==> src/sv/siol_pkg.sv <==
// Shared constants and types for the second-order IIR low-pass unit.
`default_nettype none

package siol_pkg;

   localparam int COEF_BITS   = 15;
   localparam int Q_SHIFT     = 14;
   localparam int OUT_BITS    = 18;
   localparam int INDEX_BITS  = 2;

   localparam int SAMPLE_BITS_DEFAULT = 12;
   localparam int ACC_BITS_DEFAULT    = 32;

   localparam logic [INDEX_BITS-1:0] REG_FEEDBACK_ONE = 2'd0;
   localparam logic [INDEX_BITS-1:0] REG_FEEDBACK_TWO = 2'd1;
   localparam logic [INDEX_BITS-1:0] REG_INPUT_GAIN   = 2'd2;

   localparam logic [COEF_BITS-1:0] RESET_FEEDBACK_ONE = 15'd32047;
   localparam logic [COEF_BITS-1:0] RESET_FEEDBACK_TWO = 15'd15679;
   localparam logic [COEF_BITS-1:0] RESET_INPUT_GAIN   = 15'd4;

   typedef struct packed {
      logic [COEF_BITS-1:0] feedback_one;
      logic [COEF_BITS-1:0] feedback_two;
      logic [COEF_BITS-1:0] input_gain;
   } coef_type;

endpackage

`default_nettype wire

==> src/sv/second_order_iir_lowpass_unit.sv <==
// Top level of the second-order IIR low-pass unit: handshake and stage control.
//
//   channel  direction  handshake             payload
//   req_     in         req_valid/req_stall   req_sample   (SAMPLE_BITS, unsigned)
//   rsp_     out        rsp_valid/rsp_stall   rsp_filtered (18 bits, signed)
//   csr_     in         csr_write             csr_index, csr_data (15 bits)
//
// One item per cycle sustained while rsp_stall is low; an item passes through the
// input register and then the output register. The figure is set by the feedback
// path: both feedback products, the gain product and the 3-input sum settle combinationally into the output history.
// Reset clears the history and loads the default coefficients; no sweep.
// A stalled result holds in the output register; the input register keeps
// taking items until both registers are full.
`default_nettype none

module second_order_iir_lowpass_unit #(
   parameter int SAMPLE_BITS = siol_pkg::SAMPLE_BITS_DEFAULT,
   parameter int ACC_BITS    = siol_pkg::ACC_BITS_DEFAULT
) (
   input  wire logic                                clock,
   input  wire logic                                reset,
   input  wire logic                                req_valid,
   output logic                                     req_stall,
   input  wire logic [SAMPLE_BITS-1:0]              req_sample,
   output logic                                     rsp_valid,
   input  wire logic                                rsp_stall,
   output logic signed [siol_pkg::OUT_BITS-1:0]     rsp_filtered,
   input  wire logic                                csr_write,
   input  wire logic [siol_pkg::INDEX_BITS-1:0]     csr_index,
   input  wire logic [siol_pkg::COEF_BITS-1:0]      csr_data
);
   import siol_pkg::*;

   logic                   in_valid_ff, in_valid_in;
   logic                   out_valid_ff, out_valid_in;
   logic [SAMPLE_BITS-1:0] sample_ff;
   logic                   advance;
   logic                   accept;
   coef_type               coef;

   assign advance   = in_valid_ff && (!out_valid_ff || !rsp_stall);
   assign req_stall = in_valid_ff && !advance;
   assign accept    = req_valid && !req_stall;

   assign in_valid_in  = accept || (in_valid_ff && !advance);
   assign out_valid_in = advance || (out_valid_ff && rsp_stall);

   always_ff @(posedge clock) begin
      if (reset) begin
         in_valid_ff  <= 1'b0;
         out_valid_ff <= 1'b0;
      end else begin
         in_valid_ff  <= in_valid_in;
         out_valid_ff <= out_valid_in;
      end
   end

   always_ff @(posedge clock) begin
      if (accept) begin
         sample_ff <= req_sample;
      end
   end

   siol_csr u_csr (
      .clock     (clock),
      .reset     (reset),
      .csr_write (csr_write),
      .csr_index (csr_index),
      .csr_data  (csr_data),
      .coef      (coef)
   );

   siol_core #(
      .SAMPLE_BITS (SAMPLE_BITS),
      .ACC_BITS    (ACC_BITS)
   ) u_core (
      .clock    (clock),
      .reset    (reset),
      .advance  (advance),
      .sample   (sample_ff),
      .coef     (coef),
      .filtered (rsp_filtered)
   );

   assign rsp_valid = out_valid_ff;

   // an item that moves into the output register shows up as a result
   assert property (@(posedge clock) disable iff (reset) advance |=> rsp_valid)
      else $error("item advanced but no result presented");

   // a held item in the input register is neither lost nor overwritten
   assert property (@(posedge clock) disable iff (reset)
      (in_valid_ff && !advance) |=> (in_valid_ff && $stable(sample_ff)))
      else $error("held input item lost or changed");

   // a result only appears when an item was waiting in the input register
   assert property (@(posedge clock) disable iff (reset)
      $rose(rsp_valid) |-> $past(in_valid_ff))
      else $error("result appeared without an item");

   // a taken result with nothing behind it leaves the output empty
   assert property (@(posedge clock) disable iff (reset)
      (rsp_valid && !rsp_stall && !in_valid_ff) |=> !rsp_valid)
      else $error("result repeated");

endmodule

`default_nettype wire

==> src/sv/siol_csr.sv <==
// Coefficient registers written through the configuration port.
`default_nettype none

module siol_csr (
   input  wire logic                            clock,
   input  wire logic                            reset,
   input  wire logic                            csr_write,
   input  wire logic [siol_pkg::INDEX_BITS-1:0] csr_index,
   input  wire logic [siol_pkg::COEF_BITS-1:0]  csr_data,
   output siol_pkg::coef_type                   coef
);
   import siol_pkg::*;

   coef_type coef_ff, coef_in;

   always_comb begin
      coef_in = coef_ff;
      if (csr_write) begin
         unique case (csr_index)
            REG_FEEDBACK_ONE: coef_in.feedback_one = csr_data;
            REG_FEEDBACK_TWO: coef_in.feedback_two = csr_data;
            REG_INPUT_GAIN:   coef_in.input_gain   = csr_data;
            default:          coef_in = coef_ff;
         endcase
      end
   end

   always_ff @(posedge clock) begin
      if (reset) begin
         coef_ff.feedback_one <= RESET_FEEDBACK_ONE;
         coef_ff.feedback_two <= RESET_FEEDBACK_TWO;
         coef_ff.input_gain   <= RESET_INPUT_GAIN;
      end else begin
         coef_ff <= coef_in;
      end
   end

   assign coef = coef_ff;

endmodule

`default_nettype wire

==> src/sv/siol_core.sv <==
// Filter datapath: sample and output history plus the single-pass Q14 update.
`default_nettype none

module siol_core #(
   parameter int SAMPLE_BITS = siol_pkg::SAMPLE_BITS_DEFAULT,
   parameter int ACC_BITS    = siol_pkg::ACC_BITS_DEFAULT
) (
   input  wire logic                                clock,
   input  wire logic                                reset,
   input  wire logic                                advance,
   input  wire logic [SAMPLE_BITS-1:0]              sample,
   input  wire siol_pkg::coef_type                  coef,
   output logic signed [siol_pkg::OUT_BITS-1:0]     filtered
);
   import siol_pkg::*;

   localparam int BINOM_BITS = SAMPLE_BITS + 2;
   localparam int GAIN_BITS  = COEF_BITS + BINOM_BITS;
   localparam int GAIN_WIDE  = (GAIN_BITS > ACC_BITS) ? GAIN_BITS : ACC_BITS;
   localparam int PROD_BITS  = ACC_BITS + COEF_BITS + 1;
   localparam int SHIFT_BITS = ACC_BITS - Q_SHIFT;
   localparam int SHIFT_WIDE = (SHIFT_BITS > OUT_BITS) ? SHIFT_BITS : OUT_BITS;

   logic [SAMPLE_BITS-1:0] last_sample_ff, older_sample_ff;
   logic [ACC_BITS-1:0]    last_output_ff, older_output_ff;
   logic [OUT_BITS-1:0]    filtered_ff, filtered_in;

   logic [BINOM_BITS-1:0]        binomial;
   logic [GAIN_WIDE-1:0]         gain_product;
   logic signed [PROD_BITS-1:0]  product_one, product_two;
   logic [ACC_BITS-1:0]          acc;
   logic signed [SHIFT_WIDE-1:0] acc_shifted;

   always_comb begin
      binomial = BINOM_BITS'(sample)
               + BINOM_BITS'({last_sample_ff, 1'b0})
               + BINOM_BITS'(older_sample_ff);
      gain_product = GAIN_WIDE'(coef.input_gain) * GAIN_WIDE'(binomial);
      // signed history times unsigned coefficient; dropping 14 bits floors
      product_one = PROD_BITS'($signed(last_output_ff))
                  * PROD_BITS'($signed({1'b0, coef.feedback_one}));
      product_two = PROD_BITS'($signed(older_output_ff))
                  * PROD_BITS'($signed({1'b0, coef.feedback_two}));
      acc = gain_product[ACC_BITS-1:0]
          + product_one[ACC_BITS+Q_SHIFT-1:Q_SHIFT]
          - product_two[ACC_BITS+Q_SHIFT-1:Q_SHIFT];
      acc_shifted = SHIFT_WIDE'($signed(acc[ACC_BITS-1:Q_SHIFT]));
      filtered_in = acc_shifted[OUT_BITS-1:0];
   end

   always_ff @(posedge clock) begin
      if (reset) begin
         last_sample_ff  <= '0;
         older_sample_ff <= '0;
         last_output_ff  <= '0;
         older_output_ff <= '0;
      end else if (advance) begin
         last_sample_ff  <= sample;
         older_sample_ff <= last_sample_ff;
         last_output_ff  <= acc;
         older_output_ff <= last_output_ff;
      end
   end

   always_ff @(posedge clock) begin
      if (advance) begin
         filtered_ff <= filtered_in;
      end
   end

   assign filtered = $signed(filtered_ff);

endmodule

`default_nettype wire
==> config.mk <==
export PLATFORM = sky130hd
export DESIGN_NAME = second_order_iir_lowpass_unit
export DESIGN_NICKNAME = d
export VERILOG_FILES = /design/src/sv/siol_pkg.sv /design/src/sv/second_order_iir_lowpass_unit.sv /design/src/sv/siol_csr.sv /design/src/sv/siol_core.sv
export SDC_FILE = /design/constraint.sdc
export NUM_CORES = 2
export LEC_CHECK = 0
export BUFFER_PORTS_ARGS = -buffer_cell sky130_fd_sc_hd__buf_2
export CAP_MARGIN = 20
export CORE_MARGIN = 4
export CORE_UTILIZATION = 38
export CTS_BUF_LIST = sky130_fd_sc_hd__clkbuf_4 sky130_fd_sc_hd__clkbuf_8
export DETAILED_ROUTE_END_ITERATION = 7
export GPL_TIMING_DRIVEN = 1
export PLACE_DENSITY = 0.57
export SYNTH_ARGS = -nofsm -noshare
export SYNTH_HDL_FRONTEND = slang
export SYNTH_SLANG_ARGS = --single-unit
==> constraint.sdc <==
create_clock -name clock -period 16.6 [get_ports clock]
set_input_delay 0.83 -clock clock [delete_from_list [all_inputs] [get_ports clock]]
set_output_delay 0.83 -clock clock [all_outputs]
set_load 0.02 [all_outputs]
==> results.md <==
- Status: completed
- Die Y: 355.3 µm
- GRT Residual Overflow: 0
- Via Count: 32.37k
- Fin Clk Skew: 0.03908 ns
- Area delta synth->final: 5.221%
- Core area: 0.1198 mm²
- Slew of the pin with the lowest slew margin: 1.109 ns
- Synth Cell Area: 0.04585 mm²
- Synth unique cells: 57
- Final period utilization: 79.20%
- Max Slew Vio Count: 0
- # nets final: 6435
- CP Capture Type: flip-flop
- Final Hold Viols: 0
- Initial Util: 38.26%
- Arrival time at the worst endpoint: 13.63 ns
- Placed wire-length estimate: 97180 µm
- Fin cells: 6600
- Syn Inst Count: 5061
- Critical path type: reg2reg
- Num CTS Buffers: 17
- H-tree depth: 4
- Main synth FF type: dfxtp_1
- ANT nets after route: 0
- Seq/Total Area, Yosys: 7.860%
- Resize count post-CTS: 0
- CTS tree: yes
- Via-to-Cell Ratio: 4.905
- Post-CTS Hold Fix Bufs: 0
- Hold Path Cell Cnt: 1
- Number of global-route vias before repair: 35.46k
- Die W: 355.3 µm
- Max clock buf depth: 2
- Total Routing Usage GR: 20.52%
- Die ar.: 0.1263 mm²
- CP dominant cell by count: fa_1
- RSZ-0062 raised after global routing: false
- Layout cells sized above 1: 3.553%
- Site Rows: 127
- First-pass GRT wire length: 201700 µm
- FF-to-FF setup slack: 3.45 ns
- Required @ worst endpoint: 17.08 ns
- WL/cell: 18.72 µm
- Routability cong.: 0.8457
- YS warnings: 0
- Total Wirelength: 123600 µm
- Initial antenna violation count: 11
- Seq cells post-synth: 165
- Async set-reset flop share out of synthesis: 0%
- Post-route DRC: 0
- Reg2reg path depth: 43
- Largest net degree at the start of global routing: 69
- Clock latency at the later pin of the worst-skew pair: 0.59 ns
- Setup Viol. Count Final: 0
- R2r startpoint: u_csr.coef[25]$_SDFFE_PP1P_
- Hold/Removal Path Class: in2reg
- WHS Endpoint: sample_ff[3]$_DFFE_PP_
- DP Cell Count: 6560
- CP max FO: 17
- Slew headroom: 25.69%
- Maxcap violations: 0
- Hold Crit Start: req_sample[3]
- Clock transition at the registers of the reported paths: 0.14 ns
- Drt first pass iters: 5
- Clock Sinks: 165
- Port-buffer cells: 53
- F_max: 76.06 MHz
- Crit-path max cell delay: 0.88 ns
- Fin crit period: 13.15 ns
- Syn Nets: 6527
- DR iter-0 viols: 2006
- IO Pins: 54
- Postcts setup bufs: 0
- CTS root buffer: clkbuf_8
- Startpoint types: flip-flop
- FF-to-FF End: u_core.last_output_ff[30]$_SDFFE_PP0P_
- Mean Syn Cell Area: 9.059 µm²
- Setup_tns: 0 ns
- Post-synth EDFFs: 30
- Critical-path cell with the highest stage delay: dfxtp_1
==> placed cells by master, fill, tap and decap left out, drive strengths merged, types with 32 or more instances in the layout <==
cell	count
inv	1188
and2	516
xnor2	94
buf	113
ha	327
a21oi	179
nor2b	32
dfxtp	135
nor2	67
nand2	899
xor2	33
fa	1105
o21ai	37
==> worst max-delay path by stage <==
stage,slack [ns],from,depth (start not counted),end
2_1_floorplan,5.10,u_csr.coef[22]$_SDFFE_PP0P_,46,u_core.last_output_ff[31]$_SDFFE_PP0P_
3_5_place_dp,3.64,u_csr.coef[25]$_SDFFE_PP1P_,43,u_core.last_output_ff[30]$_SDFFE_PP0P_
5_1_grt,2.59,u_csr.coef[25]$_SDFFE_PP1P_,43,u_core.last_output_ff[30]$_SDFFE_PP0P_
3_3_place_gp,3.88,u_csr.coef[23]$_SDFFE_PP1P_,45,u_core.last_output_ff[30]$_SDFFE_PP0P_
4_1_cts,3.55,u_csr.coef[25]$_SDFFE_PP1P_,43,u_core.last_output_ff[30]$_SDFFE_PP0P_
6_report,3.45,u_csr.coef[25]$_SDFFE_PP1P_,43,u_core.last_output_ff[30]$_SDFFE_PP0P_
==> worst max-delay path: cells and delay by family (launching register included) <==
family                   cells  cell delay [ns]
AO/OA/AOI/OAI               16             4.02
XOR/XNOR                     2             0.45
adder cells (fa/ha/maj)     14             6.29
buffers and inverters        5             0.60
flip-flops                   1             0.88
AND/OR/NAND/NOR              6             0.78
==> layout make-up <==
| cell class | instances | area (µm²) |
|---|---|---|
| Tap cell | 1612 | 2017 |
| Inverter | 1178 | 4424 |
| Antenna cell | 6 | 15.01 |
| Clock inverter | 14 | 150.1 |
| Clock buffer | 18 | 247.7 |
| Fill cell | 12120 | 71570 |
| Sequential cell | 165 | 3620 |
| Multi-Input combinational cell | 3493 | 37030 |
| Timing Repair Buffer | 114 | 730.7 |
==> synthesized netlist by cell type (2+ instances only) <==
master,number,area (µm²)
a311oi_1,2,17.52
xor2_1,33,289.0
nand3b_1,14,105.1
o21ai_0,36,180.2
a31oi_1,3,18.77
nand4_1,15,93.84
and4_1,2,17.52
o31ai_1,4,30.03
o41ai_1,3,26.28
edfxtp_1,30,900.9
xnor2_1,94,823.3
o21bai_1,16,120.1
o21a_1,13,97.59
clkbuf_1,221,829.6
a2111oi_0,2,17.52
o211ai_1,3,22.52
mux2i_1,5,50.05
dfxtp_1,135,2703
nand2b_1,11,68.82
buf_1,4,15.01
a211oi_1,4,30.03
fa_1,1105,22120
o41a_1,2,22.52
a221o_1,3,30.03
nor2_1,67,251.5
inv_1,1177,4418
a21boi_0,3,22.52
or3_1,3,18.77
nand2_1,899,3374
nand3_1,15,75.07
and3_1,4,25.02
a211o_1,13,113.9
ha_1,327,4091
a31o_2,2,17.52
nor2b_1,32,200.2
or2_2,3,18.77
a21oi_1,178,890.9
and2_1,516,3228
nor3_1,13,65.06
nor4_1,2,12.51
and3b_1,2,17.52
a21o_1,30,225.2
==> logic make-up after synthesis <==
group	share of synthesized area, %
adder cells (fa/ha/maj)	57.18
AND/OR/NAND/NOR	16.53
buffers and inverters	11.49
XOR/XNOR	2.426
multiplexers	0.1092
flip-flops	7.860
AO/OA/AOI/OAI	4.408
==> stage by stage <==
step           hold slack, ns  worst slack (ns)  utilization [%]  instance area, µm²
3_5_place_dp           0.4456             3.638            39.90               47800
2_1_floorplan          0.4400             5.101                -               45850
5_1_grt                0.4115             2.588            40.25               48220
6_report               0.4406             3.453            40.26               48240
3_3_place_gp           0.4384             3.883            39.89               47800
4_1_cts                0.4044             3.548            40.23               48200
==> layer usage <==
layer | track usage [%] | routed length [µm] | part of all wire, %
met1 | 28.57 | 54540 | 44
met2 | 34.08 | 59050 | 48
met3 | 3.044 | 7222 | 5.8
met4 | 4.469 | 2742 | 2.2
met5 | 0 | 0 | 0
==> state kept, by name, summed over array words and instances, names as in the netlist <==
register and cells:
u_core.older_output_ff 32, u_csr.coef 45, in_valid_ff 1, sample_ff 12, u_core.filtered 18, u_core.last_output_ff 32
u_core.last_sample_ff 12, u_core.older_sample_ff 12, rsp_valid 1
Power is not shown: default switching activity piles up to over one toggle a cycle in this logic, so the estimate is an artifact.
